[src/rksm_pkg.sv]
package rksm_pkg;

    localparam int PatMax = 32;
    localparam int IdxW   = $clog2(PatMax);
    localparam int LenW   = 6;
    localparam int ModW   = 16;
    localparam int PosW   = 32;
    localparam logic [4:0] Radix = 5'd20;

    localparam logic CfgLength  = 1'b0;
    localparam logic CfgModulus = 1'b1;

    localparam logic ReqPattern = 1'b0;
    localparam logic ReqText    = 1'b1;

    // request to the modular reduction unit: (a * b + c) mod q, a below q
    typedef struct packed {
        logic            start;
        logic [ModW-1:0] a;
        logic [ModW-1:0] b;
        logic [ModW-1:0] c;
    } mod_req_t;

    typedef struct packed {
        logic            done;
        logic [ModW-1:0] r;
    } mod_rsp_t;

endpackage

[src/rksm_if.sv]
interface rksm_req_if;
    logic       valid;
    logic       ready;
    logic       req_type;
    logic [7:0] data_byte;
    logic [4:0] pattern_index;
    logic       new_text;
    modport source (output valid, req_type, data_byte, pattern_index, new_text, input ready);
    modport sink (input valid, req_type, data_byte, pattern_index, new_text, output ready);
endinterface

interface rksm_res_if;
    logic        valid;
    logic        ready;
    logic [31:0] match_start;
    modport source (output valid, match_start, input ready);
    modport sink (input valid, match_start, output ready);
endinterface

interface rksm_cfg_if;
    logic        valid;
    logic        ready;
    logic        index;
    logic [15:0] data;
    modport source (output valid, index, data, input ready);
    modport sink (input valid, index, data, output ready);
endinterface

[src/rksm_modmul.sv]
// Computes (a*b + c) mod q for a below q, one bit of b and c per cycle, MSB first.
module rksm_modmul
(
    input  logic                      clk,
    input  logic                      rst_n,
    input  logic [rksm_pkg::ModW-1:0] q,
    input  rksm_pkg::mod_req_t        req,
    output rksm_pkg::mod_rsp_t        rsp
);
    localparam int W  = rksm_pkg::ModW;
    localparam int CW = $clog2(W);

    logic [W-1:0]  a_reg;
    logic [W-1:0]  b_reg;
    logic [W-1:0]  c_reg;
    logic [W-1:0]  acc_reg;
    logic [CW-1:0] cnt_reg;
    logic          busy_reg;
    logic          done_reg;

    logic [W+1:0] sum;
    logic [W-1:0] acc_next;

    always_comb
    begin
        // 2*acc + a + 1 stays below 4q, so two conditional subtractions suffice
        sum = {1'b0, acc_reg, 1'b0}
            + (b_reg[W-1] ? {2'b00, a_reg} : '0)
            + {{(W+1){1'b0}}, c_reg[W-1]};
        if (sum >= {1'b0, q, 1'b0}) sum = sum - {1'b0, q, 1'b0};
        if (sum >= {2'b00, q}) sum = sum - {2'b00, q};
        acc_next = sum[W-1:0];
    end

    always_ff @(posedge clk or negedge rst_n)
    begin
        if (!rst_n)
        begin
            a_reg    <= '0;
            b_reg    <= '0;
            c_reg    <= '0;
            acc_reg  <= '0;
            cnt_reg  <= '0;
            busy_reg <= 1'b0;
            done_reg <= 1'b0;
        end
        else
        begin
            if (req.start)
            begin
                busy_reg <= 1'b1;
                done_reg <= 1'b0;
                a_reg    <= req.a;
                b_reg    <= req.b;
                c_reg    <= req.c;
                acc_reg  <= '0;
                cnt_reg  <= '0;
            end
            else if (busy_reg)
            begin
                acc_reg <= acc_next;
                b_reg   <= {b_reg[W-2:0], 1'b0};
                c_reg   <= {c_reg[W-2:0], 1'b0};
                cnt_reg <= cnt_reg + CW'(1);
                if (cnt_reg == CW'(W-1))
                begin
                    busy_reg <= 1'b0;
                    done_reg <= 1'b1;
                end
                else
                begin
                    done_reg <= 1'b0;
                end
            end
            else
            begin
                done_reg <= 1'b0;
            end
        end
    end

    assign rsp.done = done_reg;
    assign rsp.r    = acc_reg;
endmodule

[src/rabin_karp_stream_matcher_top.sv]
// Rabin-Karp stream matcher, radix 20, modulus q. Load pattern bytes by index
// with req_type 0; loading index m-1 computes the pattern hash and 20^(m-1) mod q
// from the stored bytes and the current registers, keeping the block busy until
// both are done. Stream text with req_type 1, new_text marking the first byte of
// a text. Every modular product and reduction goes through one bit-serial
// (a*b+c) mod q unit, and the subtraction of the oldest byte is done beside it:
// a text byte keeps the block busy for one pass while the window fills and three
// passes once m bytes are held. When the hashes agree on a full window, the byte
// check compares the pattern and window memories byte by byte, and a confirmed
// match goes through S_OUT to the output register; the block stalls in S_OUT
// while an earlier match still waits there untaken. One item is processed at a
// time. A register write restarts the text search.
module rabin_karp_stream_matcher_top
(
    input logic        clk,
    input logic        rst_n,
    rksm_req_if.sink   req,
    rksm_res_if.source res,
    rksm_cfg_if.sink   cfg
);
    localparam int W  = rksm_pkg::ModW;
    localparam int IW = rksm_pkg::IdxW;
    localparam int LW = rksm_pkg::LenW;
    localparam int PW = rksm_pkg::PosW;

    typedef enum logic [4:0] {
        S_IDLE, S_PW_INIT, S_PW_WAIT, S_PW_MUL, S_PH_RD, S_PH_MUL, S_PH_WAIT,
        S_RP, S_RP_WAIT, S_RD_OLD, S_DROP, S_DROP_WAIT, S_ADD, S_ADD_WAIT,
        S_CMP_RD, S_CMP, S_OUT
    } state_t;

    state_t state_reg;
    logic [LW-1:0] m_cfg_reg;
    logic [W-1:0]  q_cfg_reg;
    logic [W-1:0]  phash_reg, thash_reg, rpow_reg, acc_reg, t_reg;
    logic [PW-1:0] seen_reg, match_reg;
    logic [IW:0]   fill_reg, i_reg;
    logic [IW-1:0] head_reg;
    logic [7:0]    byte_reg;
    logic          res_valid_reg;

    // pattern store and ring-buffer window memories
    logic [7:0] pmem [rksm_pkg::PatMax];
    logic [7:0] wmem [rksm_pkg::PatMax];
    logic [7:0] prd_reg, wrd_reg;
    logic          pwe, wwe;
    logic [IW-1:0] pwa, wwa, pra, wra;
    logic [7:0]    pwd, wwd;

    logic [IW:0]  m_eff;
    logic [W-1:0] q_eff;
    logic         req_acc, cfg_acc, res_load, full_next;
    rksm_pkg::mod_req_t mreq;
    rksm_pkg::mod_rsp_t mrsp;

    logic [IW-1:0] widx, wpos;
    logic [W:0]    sub;

    always_comb
    begin
        m_eff = (m_cfg_reg == '0) ? (IW+1)'(1)
              : (m_cfg_reg > LW'(rksm_pkg::PatMax)) ? (IW+1)'(rksm_pkg::PatMax)
              : m_cfg_reg;
        q_eff = (q_cfg_reg < W'(2)) ? W'(2) : q_cfg_reg;
    end

    rksm_modmul u_mod (.clk(clk), .rst_n(rst_n), .q(q_eff), .req(mreq), .rsp(mrsp));

    always_ff @(posedge clk)
    begin
        if (pwe) pmem[pwa] <= pwd;
        if (wwe) wmem[wwa] <= wwd;
        prd_reg <= pmem[pra];
        wrd_reg <= wmem[wra];
    end

    assign req.ready = (state_reg == S_IDLE) && !cfg.valid;
    assign cfg.ready = (state_reg == S_IDLE);
    assign res.valid = res_valid_reg;
    assign res.match_start = match_reg;

    assign req_acc   = req.valid && req.ready;
    assign cfg_acc   = cfg.valid && cfg.ready;
    assign res_load  = (state_reg == S_OUT) && (!res_valid_reg || res.ready);
    assign full_next = (fill_reg + (IW+1)'(1)) >= m_eff;

    always_comb
    begin
        widx = head_reg + i_reg[IW-1:0];
        // newest byte goes one past the window; once full the oldest slot drops out
        wpos = (fill_reg >= m_eff) ? head_reg + m_eff[IW-1:0]
                                   : head_reg + fill_reg[IW-1:0];
        sub  = {1'b0, t_reg} + {1'b0, q_eff} - {1'b0, mrsp.r};
        if (sub >= {1'b0, q_eff}) sub = sub - {1'b0, q_eff};
        pwe = 1'b0; pwa = req.pattern_index; pwd = req.data_byte;
        wwe = 1'b0; wwa = wpos; wwd = byte_reg;
        pra = i_reg[IW-1:0]; wra = widx;
        mreq = '0;
        unique case (state_reg)
            S_IDLE: pwe = req_acc && req.req_type == rksm_pkg::ReqPattern;
            S_PW_INIT:
            begin
                mreq.start = 1'b1;
                mreq.c     = W'(1);
            end
            S_PW_MUL:
            begin
                mreq.start = 1'b1;
                mreq.a     = acc_reg;
                mreq.b     = W'(rksm_pkg::Radix);
            end
            S_PH_MUL:
            begin
                mreq.start = 1'b1;
                mreq.a     = t_reg;
                mreq.b     = W'(rksm_pkg::Radix);
                mreq.c     = W'(prd_reg);
            end
            S_RP:
            begin
                mreq.start = 1'b1;
                mreq.c     = rpow_reg;
            end
            S_RD_OLD: wra = head_reg;
            S_DROP:
            begin
                mreq.start = 1'b1;
                mreq.a     = acc_reg;
                mreq.b     = W'(wrd_reg);
            end
            S_ADD:
            begin
                mreq.start = 1'b1;
                mreq.a     = t_reg;
                mreq.b     = W'(rksm_pkg::Radix);
                mreq.c     = W'(byte_reg);
            end
            S_ADD_WAIT: wwe = mrsp.done;
            default: ;
        endcase
    end

    always_ff @(posedge clk or negedge rst_n)
    begin
        if (!rst_n)
        begin
            state_reg     <= S_IDLE;
            m_cfg_reg     <= LW'(1);
            q_cfg_reg     <= W'(13);
            phash_reg     <= '0;
            thash_reg     <= '0;
            rpow_reg      <= W'(1);
            acc_reg       <= '0;
            t_reg         <= '0;
            seen_reg      <= '0;
            match_reg     <= '0;
            fill_reg      <= '0;
            head_reg      <= '0;
            i_reg         <= '0;
            byte_reg      <= '0;
            res_valid_reg <= 1'b0;
        end
        else
        begin
            if (res_load) res_valid_reg <= 1'b1;
            else if (res.valid && res.ready) res_valid_reg <= 1'b0;
            unique case (state_reg)
                S_IDLE:
                begin
                    if (cfg_acc)
                    begin
                        if (cfg.index == rksm_pkg::CfgLength) m_cfg_reg <= cfg.data[LW-1:0];
                        else q_cfg_reg <= cfg.data;
                        thash_reg <= '0; seen_reg <= '0; fill_reg <= '0; head_reg <= '0;
                    end
                    else if (req_acc)
                    begin
                        byte_reg <= req.data_byte;
                        if (req.req_type == rksm_pkg::ReqPattern)
                        begin
                            if ({1'b0, req.pattern_index} == m_eff - (IW+1)'(1))
                            begin
                                i_reg <= '0;
                                state_reg <= S_PW_INIT;
                            end
                        end
                        else if (req.new_text)
                        begin
                            // restart: window contents beyond fill are never read
                            thash_reg <= '0; seen_reg <= '0; fill_reg <= '0; head_reg <= '0;
                            t_reg <= '0;
                            state_reg <= S_ADD;
                        end
                        else
                        begin
                            t_reg <= thash_reg;
                            state_reg <= (fill_reg >= m_eff) ? S_RP : S_ADD;
                        end
                    end
                end
                // radix power: 1 mod q, then m-1 multiplications by 20
                S_PW_INIT: state_reg <= S_PW_WAIT;
                S_PW_WAIT:
                begin
                    if (mrsp.done)
                    begin
                        acc_reg <= mrsp.r;
                        if (i_reg == m_eff - (IW+1)'(1))
                        begin
                            rpow_reg  <= mrsp.r;
                            t_reg     <= '0;
                            i_reg     <= '0;
                            state_reg <= S_PH_RD;
                        end
                        else
                        begin
                            state_reg <= S_PW_MUL;
                        end
                    end
                end
                S_PW_MUL:
                begin
                    i_reg <= i_reg + (IW+1)'(1);
                    state_reg <= S_PW_WAIT;
                end
                // pattern hash: fold in one stored byte per pass
                S_PH_RD: state_reg <= S_PH_MUL;
                S_PH_MUL: state_reg <= S_PH_WAIT;
                S_PH_WAIT:
                begin
                    if (mrsp.done)
                    begin
                        t_reg <= mrsp.r;
                        if (i_reg == m_eff - (IW+1)'(1))
                        begin
                            phash_reg <= mrsp.r;
                            state_reg <= S_IDLE;
                        end
                        else
                        begin
                            i_reg <= i_reg + (IW+1)'(1);
                            state_reg <= S_PH_RD;
                        end
                    end
                end
                // drop the oldest byte: reduce the radix power, then scale it
                S_RP: state_reg <= S_RP_WAIT;
                S_RP_WAIT:
                begin
                    if (mrsp.done)
                    begin
                        acc_reg <= mrsp.r;
                        state_reg <= S_RD_OLD;
                    end
                end
                S_RD_OLD: state_reg <= S_DROP;
                S_DROP: state_reg <= S_DROP_WAIT;
                S_DROP_WAIT:
                begin
                    if (mrsp.done)
                    begin
                        t_reg <= sub[W-1:0];
                        state_reg <= S_ADD;
                    end
                end
                S_ADD: state_reg <= S_ADD_WAIT;
                S_ADD_WAIT:
                begin
                    if (mrsp.done)
                    begin
                        thash_reg <= mrsp.r;
                        seen_reg  <= seen_reg + PW'(1);
                        if (fill_reg >= m_eff) head_reg <= head_reg + IW'(1);
                        else fill_reg <= fill_reg + (IW+1)'(1);
                        i_reg <= '0;
                        state_reg <= (full_next && mrsp.r == phash_reg) ? S_CMP_RD : S_IDLE;
                    end
                end
                S_CMP_RD: state_reg <= S_CMP;
                S_CMP:
                begin
                    if (prd_reg != wrd_reg)
                    begin
                        state_reg <= S_IDLE;
                    end
                    else if (i_reg == m_eff - (IW+1)'(1))
                    begin
                        state_reg <= S_OUT;
                    end
                    else
                    begin
                        i_reg <= i_reg + (IW+1)'(1);
                        state_reg <= S_CMP_RD;
                    end
                end
                // hold until the output register is free
                S_OUT:
                begin
                    if (res_load)
                    begin
                        match_reg <= seen_reg - PW'(m_eff);
                        state_reg <= S_IDLE;
                    end
                end
                default: state_reg <= S_IDLE;
            endcase
        end
    end
endmodule

[src/flat_wrapper.sv]
// flat-port wrapper written by rule: the top's interface ports become plain ports
module rabin_karp_stream_matcher_top_flat 
  (clk, rst_n, req_valid, req_req_type, req_data_byte, req_pattern_index, req_new_text, req_ready, res_valid, res_match_start, res_ready, cfg_valid, cfg_index, cfg_data, cfg_ready);
  rksm_req_if req_i ();
  rksm_res_if res_i ();
  rksm_cfg_if cfg_i ();
  input logic clk;
  input logic rst_n;
  input wire logic [$bits(req_i.valid)-1:0] req_valid;
  input wire logic [$bits(req_i.req_type)-1:0] req_req_type;
  input wire logic [$bits(req_i.data_byte)-1:0] req_data_byte;
  input wire logic [$bits(req_i.pattern_index)-1:0] req_pattern_index;
  input wire logic [$bits(req_i.new_text)-1:0] req_new_text;
  output wire logic [$bits(req_i.ready)-1:0] req_ready;
  output wire logic [$bits(res_i.valid)-1:0] res_valid;
  output wire logic [$bits(res_i.match_start)-1:0] res_match_start;
  input wire logic [$bits(res_i.ready)-1:0] res_ready;
  input wire logic [$bits(cfg_i.valid)-1:0] cfg_valid;
  input wire logic [$bits(cfg_i.index)-1:0] cfg_index;
  input wire logic [$bits(cfg_i.data)-1:0] cfg_data;
  output wire logic [$bits(cfg_i.ready)-1:0] cfg_ready;
  assign req_i.valid = req_valid;
  assign req_i.req_type = req_req_type;
  assign req_i.data_byte = req_data_byte;
  assign req_i.pattern_index = req_pattern_index;
  assign req_i.new_text = req_new_text;
  assign req_ready = req_i.ready;
  assign res_valid = res_i.valid;
  assign res_match_start = res_i.match_start;
  assign res_i.ready = res_ready;
  assign cfg_i.valid = cfg_valid;
  assign cfg_i.index = cfg_index;
  assign cfg_i.data = cfg_data;
  assign cfg_ready = cfg_i.ready;
  rabin_karp_stream_matcher_top u_core (.clk(clk), .rst_n(rst_n), .req(req_i), .res(res_i), .cfg(cfg_i));
endmodule
[config.mk]
export PLATFORM = sky130hd
export DESIGN_NAME = rabin_karp_stream_matcher_top_flat
export DESIGN_NICKNAME = d
export VERILOG_FILES = /design/src/rksm_pkg.sv /design/src/rksm_if.sv /design/src/rksm_modmul.sv /design/src/rabin_karp_stream_matcher_top.sv /design/src/flat_wrapper.sv
export SDC_FILE = /design/constraint.sdc
export NUM_CORES = 1
export LEC_CHECK = 0
export BUFFER_PORTS_ARGS = -buffer_cell sky130_fd_sc_hd__buf_2
export CELL_PAD_IN_SITES_DETAIL_PLACEMENT = 1
export CELL_PAD_IN_SITES_GLOBAL_PLACEMENT = 2
export CORE_ASPECT_RATIO = 0.75
export CORE_MARGIN = 2
export CORE_UTILIZATION = 33
export CTS_BUF_LIST = sky130_fd_sc_hd__clkbuf_4 sky130_fd_sc_hd__clkbuf_8
export CTS_CLUSTER_DIAMETER = 80
export DETAILED_ROUTE_END_ITERATION = 10
export PLACE_DENSITY_LB_ADDON = 0.1
export SLEW_MARGIN = 20
export SYNTH_ARGS = -nofsm -noshare
export SYNTH_HDL_FRONTEND = slang
export SYNTH_SLANG_ARGS = --single-unit
[constraint.sdc]
create_clock -name clk -period 14.1 [get_ports clk]
set_input_delay 0.705 -clock clk [delete_from_list [all_inputs] [get_ports clk]]
set_output_delay 0.705 -clock clk [all_outputs]
set_load 0.03 [all_outputs]
; Word-level counts from Yosys, hierarchy flattened
; Memory sizes are Yosys's and may differ from the RTL's. A register that Yosys moved wholly into a read port is not among the register bits.
; Index checks and enable logic that the tools add are counted.
[word_totals]
ff_bits = 267
ramBits = 512
out_inout_bits = 35
memories = 2
[classes]
addsub = 17
magnitude_cmp = 7
n_eq_ne = 40
n_mux = 94
bitwise_logic = 3
reduce_logical = 35
[mem_list]
columns = memory, depth, word_bits, read_ports, rd_ports_with_merged_regs, wr, line
row1 = u_core.pmem, 32, 8, 1, 1, 1, rabin_karp_stream_matcher_top.sv:43  ; logic [7:0] pmem [rksm_pkg::PatMax];
row2 = u_core.wmem, 32, 8, 1, 1, 1, rabin_karp_stream_matcher_top.sv:44  ; logic [7:0] wmem [rksm_pkg::PatMax];
[ops]
columns = operator, count
row1 = $mux 16, 19
row2 = $mux 32, 5
row3 = $pmux 16 s4, 2
row4 = $mux 6, 18
row5 = $mux 5, 21
row6 = $pmux 32 s3, 1
row7 = $pmux 5 s16, 1
row8 = $pmux 32 s2, 1
row9 = $eq 5x4->1 const B, 8
row10 = $pmux 6 s6, 1
row11 = $add 32x1->32 const B, 1
row12 = $pmux 16 s2, 1
row13 = $sub 16x16->16, 2
row14 = $sub 32x6->32, 1
row15 = $ne 2x2->1 const B, 12
row16 = $eq 5x3->1 const B, 4
row17 = $add 17x18->18, 1
row18 = $add 18x1->18, 1
row19 = $ge 18x16->1, 1
row20 = $ge 18x17->1, 1
row21 = $mux 18, 1
row22 = $sub 18x17->18, 1
row23 = $add 16x16->17, 1
row24 = $ge 17x16->1, 1
row25 = 43 further kinds, 90

; Logic depth before layout (Yosys ltp)
; Gate-level depths: netlist (run 1).
[depth]
word_depth = 10
depth_mapped = 33
depth_no_buf = 29

; By module
; From an unflattened synthesis (run 1), not the netlist that was laid out.
[unflattened]
hier_cells = 2994
hier_area_um2 = 39270.2
[by_module_without_submodules]
columns = mod, instances, cells_per_inst, area_each_um2, seq_area_each_um2
row1 = rabin_karp_stream_matcher_top, 1, 2363, 33558.4, 20631.0
row2 = rksm_modmul, 1, 631, 5711.7, 1751.7

; Worst setup path after synthesis (run 1)
; No wires, ideal clock.
[synth_timing]
path_type = register -> register
start = register u_core.u_mod.b_reg[15]
end = register u_core.u_mod.acc_reg[0]
arrival_ps = 6420
path_slack_ps = 7565
stages_incl_launch_ff = 30
path_cell_list = dfrtp_1 -> clkbuf_1 -> nand2_1 -> inv_1 -> ha_1 -> a211oi_1 -> o21a_1 -> a21o_1 -> a211oi_1 -> o31a_1 -> or3_1 -> and2_1 -> ha_1 -> o21a_1 -> a211oi_1 -> a211oi_1 -> nor3_2 -> clkbuf_1 -> o21ai_0 -> ha_1 -> a21oi_1 -> a21oi_1 -> o41ai_1 -> a21oi_1 -> a211oi_1 -> o21a_1 -> o31ai_1 -> buf_2 -> or4_1 -> o311ai_0
[synth_via]
elab_chain_len = 9
[synth_rtl]
columns = element, line
row1 = "start, declared", rksm_modmul.sv:14  ; logic [W-1:0] b_reg;
row2 = "start signal, assigned", rksm_modmul.sv:54  ; b_reg <= req.b;
row3 = "start signal, assigned", rksm_modmul.sv:62  ; b_reg <= {b_reg[W-2:0], 1'b0};
row4 = $mux 16 (*), rksm_modmul.sv:28  ; + (b_reg[W-1] ? {2'b00, a_reg} : '0)
row5 = $add 17x18->18 (*), rksm_modmul.sv:28
row6 = $add 18x1->18 (*), rksm_modmul.sv:29  ; + {{(W+1){1'b0}}, c_reg[W-1]};
row7 = $sub 18x17->18 / $ge 18x17->1 (equally long branches), rksm_modmul.sv:30  ; if (sum >= {1'b0, q, 1'b0}) sum = sum - {1'b0, q, 1'b0};
row8 = $mux 18 (*), rksm_modmul.sv:30
row9 = $sub 16x16->16 / $ge 18x16->1 (equally long branches), rksm_modmul.sv:31  ; if (sum >= {2'b00, q}) sum = sum - {2'b00, q};
row10 = $mux 16 (*), rksm_modmul.sv:31
row11 = $mux 16 (*), rksm_modmul.sv:59  ; else if (busy_reg)
row12 = $mux 16 (*), rksm_modmul.sv:49  ; if (req.start)
row13 = "end signal, assigned", rksm_modmul.sv:61  ; acc_reg <= acc_next;
row14 = "end, declared", rksm_modmul.sv:16  ; logic [W-1:0] acc_reg;
; Every way passes the cells marked *; elsewhere a longest branch is shown, timed or not. The select of a mux whose other input is x is not followed.
; A chain may end at the register's enable or synchronous reset.

; Worst setup path after layout (run 1)
; Same ends and word-level chain as after synthesis.

==> results of run 1 <==
[placed cells by master (no fill, tap or decap), drive strengths merged, types with 39 or more instances in the layout]
cell and instances:
mux2 96, xnor2 96, a21oi 145, dfrtp 262, nand3 43, clkbuf 197
nor3 79, xor2 68, inv 140, clkinv 41, o21ai 177, buf 148
mux2i 81, ha 112, nor2b 39, mux4 144, nor2 175, nand2 178
edfxtp 512, a211oi 40
[stage by stage]
stage          std cells  cell area (um^2)  hold slack, ns
3_5_place_dp        4449             41000           0.469
5_1_grt             4699             43900          0.0724
4_1_cts             4698             43900          0.0331
6_report            4699             43900           0.118
3_3_place_gp        4448             41000           0.463
2_1_floorplan       2891             38600           0.409
[cell families after synthesis]
logic type	after synthesis
flip-flops	795
AND/OR/NAND/NOR	672
AO/OA/AOI/OAI	540
multiplexers	321
buffers and inverters	264
XOR/XNOR	165
adder cells (fa/ha/maj)	134
[path summary, 6_finish.rpt]
path                                            start                          to  cells after the start
min in group asynchronous                       rst_n   u_core.res.match_start[7]                      2
setup reg to reg               u_core.u_mod.b_reg[15]     u_core.u_mod.acc_reg[0]                     28
hold reg to reg            u_core.res.match_start[15]  u_core.res.match_start[15]                      2
setup / recovery               u_core.u_mod.b_reg[15]     u_core.u_mod.acc_reg[0]                     28
hold / removal                           cfg_data[12]        u_core.q_cfg_reg[12]                      2
max in group asynchronous                       rst_n         u_core.q_cfg_reg[9]                      5
[routing by layer]
metal | up-vias | global-route usage [%] | part of all wire [%]
met5 | - | 0 | 0
met4 | 0 | 5.25 | 1.8
met3 | 147 | 5.13 | 6.7
met2 | 654 | 27.3 | 40
met1 | 13000 | 32.2 | 51
li1 | 11258 | - | -
[critical path: cells and delay by family (launching register included)]
kind                     cells  cell delay [ns]
AO/OA/AOI/OAI               12             3.01
XOR/XNOR                     1             0.32
adder cells (fa/ha/maj)      4             1.32
buffers and inverters        3             0.64
flip-flops                   1             0.65
multiplexers                 1             0.40
AND/OR/NAND/NOR              7             1.29
[repair_timing]
action	in CTS	in global routing
hold endpoints to repair	103	0
hold buffers	1	0
gates resized for setup	0	0
[layout make-up]
cell class	count	area share, %
clock buffer	197	5.54
clock inverter	51	0.864
multi-input combinational	1832	34.8
sequential	795	51.0
tap	1540	4.39
antenna	1	0.00570
inverter	134	1.15
timing repair buffer	149	2.19
==> reports/results.tsv, run 1 <==
metric	value	unit
outcome	complete, no violations	
via/cell ratio	5.33	
Worst Path Arrival	8.43	ns
footprint of the multi-input gates	15300	um^2
register bit total from synthesis	795	
Pre-Repair DR Iteration Count	8	
fill count	12144	
top-area cell type share of the netlist area	39.9	%
row count	108	
Clock Latency Late Sink	0.84	ns
syn nets	3062	
vias in the first global route	26192	
synth cell count leaders	edfxtp_1, dfrtp_1, nand2_1	
max-cap violation count	0	
Slew @ Worst Pin	1.11	ns
fmax	129	MHz
mux cell area share after synthesis	13.3	%
Netlist cell types	78	
Nets	3222	
Fin Clk Skew	0.0341	ns
Setup TNS	0	ns
final setup vio count	0	
Starting Density	33.3	%
flop2flop setup slack	6.36	ns
layout cell share with drive strength beyond 1	21.3	%
HPWL after DPL	85000	um
pre-CTS setup slack	6.47	ns
post-synthesis compound-gate area fraction	8.95	%
top flop regs	u_core.pmem: 256 flops, u_core.wmem: 256 flops	
Inserted Clock Buffers	139	
fin crit period	7.74	ns
Mapped Avg Cell Area	13.3	um^2
total number of vias	25059	
Register Area	22400	um^2
Core Util, Final	37.9	%
simple-gate area share of the yosys netlist	8.49	%
Vert. Die Dim	300	um
most common cell in the netlist	edfxtp_1	
most used cell, CP	ha_1	
drt total wl	121000	um
Synth Flop Type	edfxtp_1	
fraction of synthesized cell area in xor and xnor cells	3.78	%
Slew Viols, Final	0	
CP max FO	28	
Mapped Area	38600	um^2
wire length of the first global-routing pass	179000	um
CP max stage delay	0.65	ns
register area share after synthesis	58.0	%
WS Path Type	flip-flop to flip-flop	
CTS H-tree depth	4	
Post-Syn Instances	2891	
post-DR wirelength/cell	25.7	um
largest area contributor in the netlist	edfxtp_1	
CTS sink cnt	795	
GR Overflow Total	0	
fraction of the cycle the final worst path needs	54.9	%
CTS clock-pin slew for the worst setup and hold paths	0.06	ns
Die Area	120000	um^2
Layout area overhead	13.8	%
Final Hold Fails	0	
Root Buffer	clkbuf_8	
io pins	72	
final worst setup slack	6.36	ns
synth top area cells	edfxtp_1, dfrtp_1, mux4_2	
CTS tree	built	
Critical Path RT	14.80	ns
Startpoint Class	flip-flop	
RSZ-0062 raised after global routing	no	
number of synthesized flops with an enable pin	512	
Total GRT Usage	20.4	%
Synth Area in Adders	4.78	%
DR DRC count	0	
Slew headroom	25.7	%
post-CTS setup repair buffer count	0	
largest family of logic cells by synthesized area	multiplexers	
CTS Buffer Depth	3	
Worst path slowest cell	dfrtp_1	
initial antenna violation count	2	
crit end category	flip-flop	
Synth async-reset ratio	33.6	%
Syn. warnings	0	
gp weighted congestion	0.906	
Hold/Removal Path Class	primary input to flip-flop	
Placeable Area	116000	um^2
initial DRC count	1956	
largest net degree at the start of global routing	105	
die width	399	um
Final ANT Viol Nets	0	
IO Port Bufs	71	
Power of run 1 is left out: the tool's default activity adds up to more than one toggle a clock period on the data nets, which glitch-free logic cannot reach.
==> inputs of run 2 (changes only) <==
==> constraint.sdc (replaced) <==
create_clock -name clk -period 7.05 [get_ports clk]
set_input_delay 0.3525 -clock clk [delete_from_list [all_inputs] [get_ports clk]]
set_output_delay 0.3525 -clock clk [all_outputs]
set_load 0.03 [all_outputs]
==> run 2 against run 1 <==
First-iteration DRC count decreased by 12%. Design area increased by 1.6%. Setup slack worse by 6.0 ns. Count of clock-buffer cells in the layout down 4. Clock skew rose by 0.013 ns. Cell count increased by 1.2%. Worst hold slack got worse by 0.019 ns. Critical endpoint is now u_core.u_mod.acc_reg[4].
==> reports/results.tsv, run 2 (synthesis gave the netlist of run 1 again) <==
metric	value	unit
outcome	complete, no violations	
fmax	150	MHz
PD cells	554	nW/um^2
most used cell, CP	a211oi_2	
Startpoint Class	flip-flop	
Max VDD drop	624	uV
Pre-Repair DR Iteration Count	7	
Register Area	22400	um^2
CTS tree	built	
pre-CTS setup slack	-0.124	ns
drt total wl	120000	um
largest net degree at the start of global routing	152	
Inserted Clock Buffers	140	
total number of vias	25251	
Setup TNS	0	ns
Worst Path Buf+Inv	4	
max-cap violation count	0	
DR DRC count	0	
most common cell after layout, fill and taps aside	edfxtp_1	
wire length of the first global-routing pass	179000	um
Starting Density	33.3	%
Vert. Die Dim	300	um
Worst Path Arrival	7.37	ns
CP max FO	14	
post-DR wirelength/cell	25.2	um
hold_ws	0.0991	ns
CTS sink cnt	795	
WS Path Type	flip-flop to flip-flop	
Total GRT Usage	20.3	%
row count	108	
HPWL after DPL	83700	um
via/cell ratio	5.31	
IO Port Bufs	71	
Hold/Removal Path Class	primary input to flip-flop	
die width	399	um
delay-heaviest family, CP	compound AO/OA/AOI/OAI gates	
Layout area overhead	15.7	%
fraction of the cycle the final worst path needs	94.7	%
crit end category	flip-flop	
vias in the first global route	26684	
initial antenna violation count	11	
Final ANT Viol Nets	0	
footprint of the multi-input gates	15400	um^2
Root Buffer	clkbuf_8	
CTS H-tree depth	4	
top flop regs	u_core.pmem: 256 flops, u_core.wmem: 256 flops	
Nets	3283	
Fin Clk Skew	0.0476	ns
gp weighted congestion	0.866	
CTS Buffer Depth	3	
io pins	72	
leakage power	17.5	nW
RSZ-0062 raised after global routing	no	
Clock Latency Late Sink	0.86	ns
Power, Total	0.0247	W
GR Overflow Total	0	
Placeable Area	116000	um^2
Die Area	120000	um^2
initial DRC count	1719	
Slew Viols, Final	0	
Worst path slowest cell	dfrtp_2	
final worst setup slack	0.374	ns
fill count	12056	
commonest non-fill, non-tap cells in the layout	edfxtp_1, dfrtp_1, nand2_1, nor2_1, o21ai_0	
CP max stage delay	0.46	ns
Final Hold Fails	0	
layout cell share with drive strength beyond 1	23.0	%
fin crit period	6.68	ns
Slew headroom	24.7	%
CTS clock-pin slew for the worst setup and hold paths	0.06	ns
Slew @ Worst Pin	1.13	ns
Critical Path RT	7.74	ns
final setup vio count	0	
-- run 2: cell count changes in the layout (fill, tap and decap cells not counted), moves of 7 or more --
| cell | delta |
|---|---|
| buf_4 | +31 |
| dlygate4sd3_1 | +23 |
| a211oi_1 | -7 |
| a211oi_2 | +7 |
| a21oi_1 | -7 |
| a21oi_2 | +7 |
-- run 2: routing by layer --
metal	wire length, um	global-route usage [%]	vias up
met4	2100	5.41	0
met2	49500	28.1	580
li1	-	-	11397
met1	60500	31.2	13121
met5	0	0	-
met3	7950	5.17	153
-- run 2: layout make-up --
| cell class | instances | share of cell area (%) |
|---|---|---|
| Inverter | 134 | 1.13 |
| Tap cell | 1540 | 4.32 |
| Multi-Input combinational cell | 1832 | 34.6 |
| Clock buffer | 193 | 5.35 |
| Antenna cell | 4 | 0.0224 |
| Sequential cell | 795 | 50.2 |
| Timing Repair Buffer | 209 | 3.41 |
| Clock inverter | 50 | 0.923 |
-- run 2: path summary, 6_finish.rpt --
kind	start	endpoint	slack [ns]	cells after the start
worst max-delay path	u_core.u_mod.b_reg[15]	u_core.u_mod.acc_reg[4]	0.37	29
worst min-delay path	req_data_byte[5]	u_core.pmem[7][5]	0.1	1
worst max register to register	u_core.u_mod.b_reg[15]	u_core.u_mod.acc_reg[4]	0.37	29
worst min register to register	u_core.res.match_start[7]	u_core.res.match_start[7]	0.48	2
max in group asynchronous	rst_n	u_core.res.match_start[28]	5.93	3
min in group asynchronous	rst_n	u_core.res.match_start[9]	0.12	3
-- run 2: where the power goes --
group | internal [W] | switching (W) | total [W]
combinational | 0.00574 | 0.00845 | 0.0142
sequential | 0.00555 | 0.000601 | 0.00615
clock | 0.00238 | 0.00200 | 0.00438
total | 0.0137 | 0.0111 | 0.0247
-- run 2: per-stage QoR --
stage / instance area (um^2) / cells / util (%)
after global placement: 41300 / 4481 / 35.7
after global routing: 44600 / 4754 / 38.5
after floorplan: 38600 / 2891 / -
final: 44600 / 4757 / 38.5
after CTS: 44400 / 4750 / 38.3
after detailed placement: 41300 / 4482 / 35.7
-- run 2: repair_timing --
| action | 4_1_cts | 5_1_grt |
|---|---|---|
| hold buffers | 25 | 0 |
| gates resized for setup | 6 | 31 |
| endpoints found under the setup margin | 11 | 16 |
| buffers inserted | 0 | 3 |
| pin swaps | 0 | 5 |
| hold endpoints to repair | 220 | 0 |
Note: power is estimated with default switching activity, not from simulation.
